==> src/hdl/range_min_sparse_table_top_defines.svh <==
// Assertion macros used by the controller of the range-minimum engine.
`ifndef RANGE_MIN_SPARSE_TABLE_TOP_DEFINES_SVH
`define RANGE_MIN_SPARSE_TABLE_TOP_DEFINES_SVH

// Consequent must hold in the same cycle as the antecedent.
`define RMS_ASSERT_NOW(label, ante, cons, msg) \
  label: assert property (@(posedge clk) disable iff (!rst_n) (ante) |-> (cons)) \
    else $error(msg);

// Consequent must hold in the cycle after the antecedent.
`define RMS_ASSERT_NEXT(label, ante, cons, msg) \
  label: assert property (@(posedge clk) disable iff (!rst_n) (ante) |=> (cons)) \
    else $error(msg);

`endif

==> src/hdl/rms_pkg.sv <==
// Shared types and constants of the range-minimum engine.
package rms_pkg;

  localparam int POS_W  = 10;  // query position field width
  localparam int VAL_W  = 32;  // element width
  localparam int OP_W   = 2;
  localparam int ST_W   = 2;
  localparam int WIDE_W = 17;  // holds any element count and any level span
  localparam int K_W    = 4;   // raw query level before saturation

  localparam logic [OP_W-1:0] OP_APPEND = 2'd0;
  localparam logic [OP_W-1:0] OP_QUERY  = 2'd1;
  localparam logic [OP_W-1:0] OP_CLEAR  = 2'd2;

  localparam logic [ST_W-1:0] ST_OK   = 2'd0;
  localparam logic [ST_W-1:0] ST_FULL = 2'd1;
  localparam logic [ST_W-1:0] ST_BAD  = 2'd2;

  // controller to datapath
  typedef struct packed {
    logic capture;   // take the accepted input beat
    logic app_l0;    // write level 0, bump the count
    logic app_rd;    // read level below for the current level
    logic app_wr;    // write merged entry of the current level
    logic q_prep;    // work out query level and second start
    logic q_rd1;     // read span starting at lo
    logic q_rd2;     // read span ending at hi
    logic q_cmp;     // compare the two spans
    logic clr;       // empty the store
    logic set_full;
    logic set_bad;
    logic out_load;  // move the result into the output register
  } rms_cmd_t;

  // datapath to controller
  typedef struct packed {
    logic [OP_W-1:0] op;
    logic            full;  // store holds MAX_ELEMS elements
    logic            bad;   // upper query position not loaded
    logic            more;  // current level has an entry to refresh
  } rms_stat_t;

endpackage

==> src/hdl/rms_ctrl.sv <==
// Controller state machine of the range-minimum engine.
`include "range_min_sparse_table_top_defines.svh"
module rms_ctrl
  import rms_pkg::*;
#(
  parameter int LEVELS = 10,
  parameter int LVC_W  = 4
) (
  input  logic             clk,
  input  logic             rst_n,
  input  logic             in_tvalid,
  output logic             in_tready,
  output logic             out_tvalid,
  input  logic             out_tready,
  input  rms_stat_t        stat,
  output rms_cmd_t         cmd,
  output logic [LVC_W-1:0] lvl
);

  localparam logic [3:0] S_IDLE   = 4'd0;
  localparam logic [3:0] S_EXEC   = 4'd1;
  localparam logic [3:0] S_APP_RD = 4'd2;
  localparam logic [3:0] S_APP_WR = 4'd3;
  localparam logic [3:0] S_Q_RD1  = 4'd4;
  localparam logic [3:0] S_Q_RD2  = 4'd5;
  localparam logic [3:0] S_Q_CMP  = 4'd6;
  localparam logic [3:0] S_FIN    = 4'd7;

  logic [3:0]       state_r, state_nxt;
  logic [LVC_W-1:0] lvl_r, lvl_nxt;
  logic             out_valid_r, out_valid_nxt;
  logic             in_fire;
  logic             slot_free;

  // no beat is taken while reset is held
  assign in_tready  = rst_n && (state_r == S_IDLE);
  assign in_fire    = in_tvalid && in_tready;
  assign out_tvalid = out_valid_r;
  assign slot_free  = !out_valid_r || out_tready;
  assign lvl        = lvl_r;

  // next state and commands
  always_comb begin
    state_nxt     = state_r;
    lvl_nxt       = lvl_r;
    out_valid_nxt = out_valid_r && !out_tready;
    cmd           = '0;
    unique case (state_r)
      S_IDLE: begin
        if (in_fire) begin
          cmd.capture = 1'b1;
          state_nxt   = S_EXEC;
        end
      end
      S_EXEC: begin
        unique case (stat.op)
          OP_APPEND: begin
            if (stat.full) begin
              cmd.set_full = 1'b1;
              state_nxt    = S_FIN;
            end else begin
              cmd.app_l0 = 1'b1;
              lvl_nxt    = LVC_W'(1);
              state_nxt  = S_APP_RD;
            end
          end
          OP_QUERY: begin
            if (stat.bad) begin
              cmd.set_bad = 1'b1;
              state_nxt   = S_FIN;
            end else begin
              cmd.q_prep = 1'b1;
              state_nxt  = S_Q_RD1;
            end
          end
          OP_CLEAR: begin
            cmd.clr   = 1'b1;
            state_nxt = S_FIN;
          end
          default: state_nxt = S_FIN;
        endcase
      end
      S_APP_RD: begin
        if (stat.more) begin
          cmd.app_rd = 1'b1;
          state_nxt  = S_APP_WR;
        end else begin
          state_nxt = S_FIN;
        end
      end
      S_APP_WR: begin
        cmd.app_wr = 1'b1;
        lvl_nxt    = lvl_r + LVC_W'(1);
        state_nxt  = S_APP_RD;
      end
      S_Q_RD1: begin
        cmd.q_rd1 = 1'b1;
        state_nxt = S_Q_RD2;
      end
      S_Q_RD2: begin
        cmd.q_rd2 = 1'b1;
        state_nxt = S_Q_CMP;
      end
      S_Q_CMP: begin
        cmd.q_cmp = 1'b1;
        state_nxt = S_FIN;
      end
      S_FIN: begin
        if (slot_free) begin
          cmd.out_load  = 1'b1;
          out_valid_nxt = 1'b1;
          state_nxt     = S_IDLE;
        end
      end
      default: state_nxt = S_IDLE;
    endcase
  end

  // state registers
  always_ff @(posedge clk) begin
    if (!rst_n) begin
      state_r     <= S_IDLE;
      lvl_r       <= '0;
      out_valid_r <= 1'b0;
    end else begin
      state_r     <= state_nxt;
      lvl_r       <= lvl_nxt;
      out_valid_r <= out_valid_nxt;
    end
  end

  // checks
  `RMS_ASSERT_NEXT(a_accept_exec, in_fire, state_r == S_EXEC, "accepted beat not decoded")
  `RMS_ASSERT_NOW(a_wr_after_rd, state_r == S_APP_WR, $past(state_r) == S_APP_RD, "write without read")
  `RMS_ASSERT_NOW(a_lvl_range, state_r == S_APP_WR, lvl_r < LVC_W'(LEVELS), "level past table")
  `RMS_ASSERT_NOW(a_load_free, cmd.out_load, !out_valid_r || out_tready, "result overwritten")

endmodule

==> config.mk <==
export PLATFORM = sky130hd
export DESIGN_NAME = rms_ctrl
export DESIGN_NICKNAME = d
export VERILOG_FILES = /design/src/hdl/rms_pkg.sv /design/src/hdl/rms_ctrl.sv
export VERILOG_INCLUDE_DIRS = /design/src /design/src/hdl
export SDC_FILE = /design/constraint.sdc
export NUM_CORES = 1
export LEC_CHECK = 0
export BUFFER_PORTS_ARGS = -buffer_cell sky130_fd_sc_hd__buf_4
export CAP_MARGIN = 25
export CORE_MARGIN = 1
export CORE_UTILIZATION = 28
export CTS_CLUSTER_SIZE = 8
export DETAILED_ROUTE_END_ITERATION = 8
export GPL_ROUTABILITY_DRIVEN = 0
export PLACE_DENSITY = 0.57
export SLEW_MARGIN = 40
export SYNTH_ARGS = -nofsm -noshare
export SYNTH_HDL_FRONTEND = slang
export SYNTH_SLANG_ARGS = --single-unit
==> constraint.sdc <==
create_clock -name clk -period 1.2 [get_ports clk]
set_clock_uncertainty 0.05 [all_clocks]
set_input_delay 0.24 -clock clk [delete_from_list [all_inputs] [get_ports clk]]
set_output_delay 0.24 -clock clk [all_outputs]
set_load 0.005 [all_outputs]
==> results.md <==
* Async S/R FF share, synth at 0
* Flop pwr share at 0.286
* Max Cap Viol at 0
* Comb pwr share at 0.526
* CTS sink count at 8
* Post-Route WL at 2.026 mm
* Unrepaired setup endpoints after global routing: yes
* Dpl cell area at between 800 and 900 µm²
* Routed len/inst at around 14 µm
* Io pins at 27
* Pre-Repair DR Iteration Count at 4
* Setup violators final at 18
* NetSw at 0.0003761 W
* Worst-path fanout max at 4
* Number of synthesized flops with an enable pin at 0
* Yosys warnings at 0
* Worst-path clk slew at about 0.060 ns
* Area added between synthesis and finish at 121.6%
* Worst setup EP type: primary output
* TritonCTS clock tree: done
* Number of library cell types mapped by synthesis at 31
* CTS Buf Count at 3
* Max Fclk at roughly 650 MHz
* Overall routing resource usage at 0.1952
* CORE AREA at 1764 µm²
* Die X-Extent at about 46 µm
* Final Hold Fails at 0
* DIE AREA at between 2000 and 2500 µm²
* Max_slew headroom at 0.8274
* Pin count of the biggest net entering global routing at 9
* DRC at 0
* Syn avg cell area at ~7.6 µm²
* Filler Cell Count at 158
* Hold_buf cts at 0
* Measured slew at the worst slew-check pin at about 0.26 ns
* Congestion Overflow GR at 0
* Sequential-to-total area share from yosys stat at 0.3005
* DR iter-0 viols at 10
* Vias in the first global route at 635
* Critical path class: reg2out
* Antenna Cells at 0
* Post-route setup slack at -0.3483 ns
* Final Critical Period at approximately 1.5 ns
* Gate Count Post-Synth at 70
* Pins Over Slew Limit at 0
* Post-DP HPWL at between 1 and 1.5 mm
* Detail-routed via count per cell at 4.872
* Share of layout cells above drive strength 1 at 0.6855
* Initial antenna violation count at 0
* Via count at between 700 and 800
* Startpoint Class: register
* Num rows at 15
* DRT antenna net count at 0
* Critical Path AT at 1.26 ns
* Clock power share at 0.188
* Clk_lat worst skew at 0.25 ns
* Synth Flop Type: dfxtp_1
* Port Buf Inserts at 26
* CTS max path bufs at 2
* Final instance area at around 1200 µm²
* PwrDens at 973.2 nW/µm²
* Pleak at just over 0.5 nW
* CP Data Required Time at just over 0.9 ns
* # H-tree levels at 1
* Die height at 45.63 µm
* Global-route wire length before repair at roughly 2.8 mm
* Outcome: complete, but fails checks
* Net count, final at approximately 140
* Syn Std Cell Area at approximately 530 µm²
* Worst ir drop on vdd at approximately 0.65 mV
* Int Power at between 0.0007 and 0.0008 W
* Root Driver: clkbuf_4
* Setup TNS at -4.502 ns
* Synth Register Bits at 8
* Failing checks: negative setup slack
* Post-synthesis net count at 80
* Initial Utilization at 0.3021
* Hold Crit Class: in2reg
* Fin crit share at 1.290
* Switching part of the total at 0.3272
power by group through the flow:
stage	clock [W]	sequential, W	combinational (W)
6_report	0.000216	0.000329	0.000604
5_1_grt	0.000229	0.000333	0.000644
4_1_cts	0.000213	0.000329	0.000433
3_5_place_dp	0	0.000324	0.000360
3_3_place_gp	0	0.000323	0.000360
2_1_floorplan	0	0.000320	0.000158
sequential cells by signal, indices dropped and copies added (netlist names):
register and count:
lvl 4, out_tvalid 1, state_r 3
Yosys cell counts (2+ instances only):
| library cell | number | area share |
|---|---|---|
| nand2b_1 | 2 | 0.023 |
| nand3_1 | 4 | 0.038 |
| nor3b_1 | 3 | 0.042 |
| o22ai_1 | 2 | 0.023 |
| dfxtp_1 | 8 | 0.30 |
| nor2b_1 | 2 | 0.023 |
| a21oi_1 | 6 | 0.056 |
| nand2_1 | 8 | 0.056 |
| and3_1 | 3 | 0.035 |
| inv_1 | 4 | 0.028 |
| nor2_1 | 5 | 0.035 |
| nor4b_1 | 2 | 0.033 |
| clkbuf_1 | 3 | 0.021 |
layout by cell type, fill, tap and decap left out, types with 2 or more instances in the layout:
master / synthesis / routed
o22ai_1: 2 / 2
dfxtp_2: 0 / 3
nor3b_2: 0 / 2
nor2_1: 5 / 3
nor2b_1: 2 / 2
nand2_2: 0 / 2
clkbuf_4: 0 / 3
dfxtp_1: 8 / 2
nand2b_1: 2 / 2
a21oi_1: 6 / 4
buf_4: 0 / 40
nor4b_4: 0 / 2
inv_1: 4 / 4
buf_6: 0 / 13
nor2_2: 0 / 2
nand3_1: 4 / 3
and3_1: 3 / 2
nand2_1: 8 / 6
dfxtp_4: 0 / 3
path summary, 6_finish.rpt:
path / cells after the start / startpoint / end / slack [ns]
max reg2reg: 6 / state_r[2] / lvl[2] / -0.33
min: 3 / out_tready / out_tvalid / 0.25
max: 3 / state_r[1] / cmd[10] / -0.35
min reg2reg: 2 / lvl[0] / lvl[0] / 0.44
through the flow:
step / util / hold slack (ns) / cells / setup slack (ns) / total power (W)
final: 0.6695 / 0.2469 / 149 / -0.3483 / 0.001149
after global routing: 0.6695 / 0.2820 / 149 / -0.4152 / 0.001206
after CTS: 0.5759 / 0.2494 / 139 / -0.3565 / 0.0009758
after detailed placement: 0.5085 / 0.4300 / 133 / -0.1565 / 0.0006843
after global placement: 0.5085 / 0.4266 / 133 / -0.1149 / 0.0006834
after floorplan: - / 0.3105 / 70 / -0.01662 / 0.0004782
per-layer routing:
metal	track usage	wire length, µm
met5	0	0
met4	0.09091	38
met3	0.04762	99
met2	0.2971	1023
met1	0.2566	864
worst max-delay path, stage by stage (launching register included):
cell,delay (ns)
dfxtp_4,0.37
nor4b_4,0.29
nor3b_2,0.22
buf_4,0.13
final cells by class:
cell class,instances,area (µm²),area share
flip-flops and latches,8,175.2,0.1483
multi-input cells,54,464.2,0.3930
clock buffers,3,22.52,0.01907
inverters,5,21.27,0.01801
repair buffers,54,466.7,0.3951
well taps,25,31.28,0.02648
cells by family after synthesis:
logic type / count (synthesis) / synth area share
AND/OR/NAND/NOR: 37 / 0.4038
flip-flops: 8 / 0.3005
adder cells (fa/ha/maj): 1 / 0.02347
AO/OA/AOI/OAI: 16 / 0.2160
buffers and inverters: 8 / 0.05632
timing repair:
action	in CTS	in global routing
setup buffers	3	10
pin swaps	5	12
endpoints found under the setup margin	15	19
resized for setup	17	22
gates cloned	0	0
hold endpoints to repair	0	0
Power figures use the tool's default switching activity.
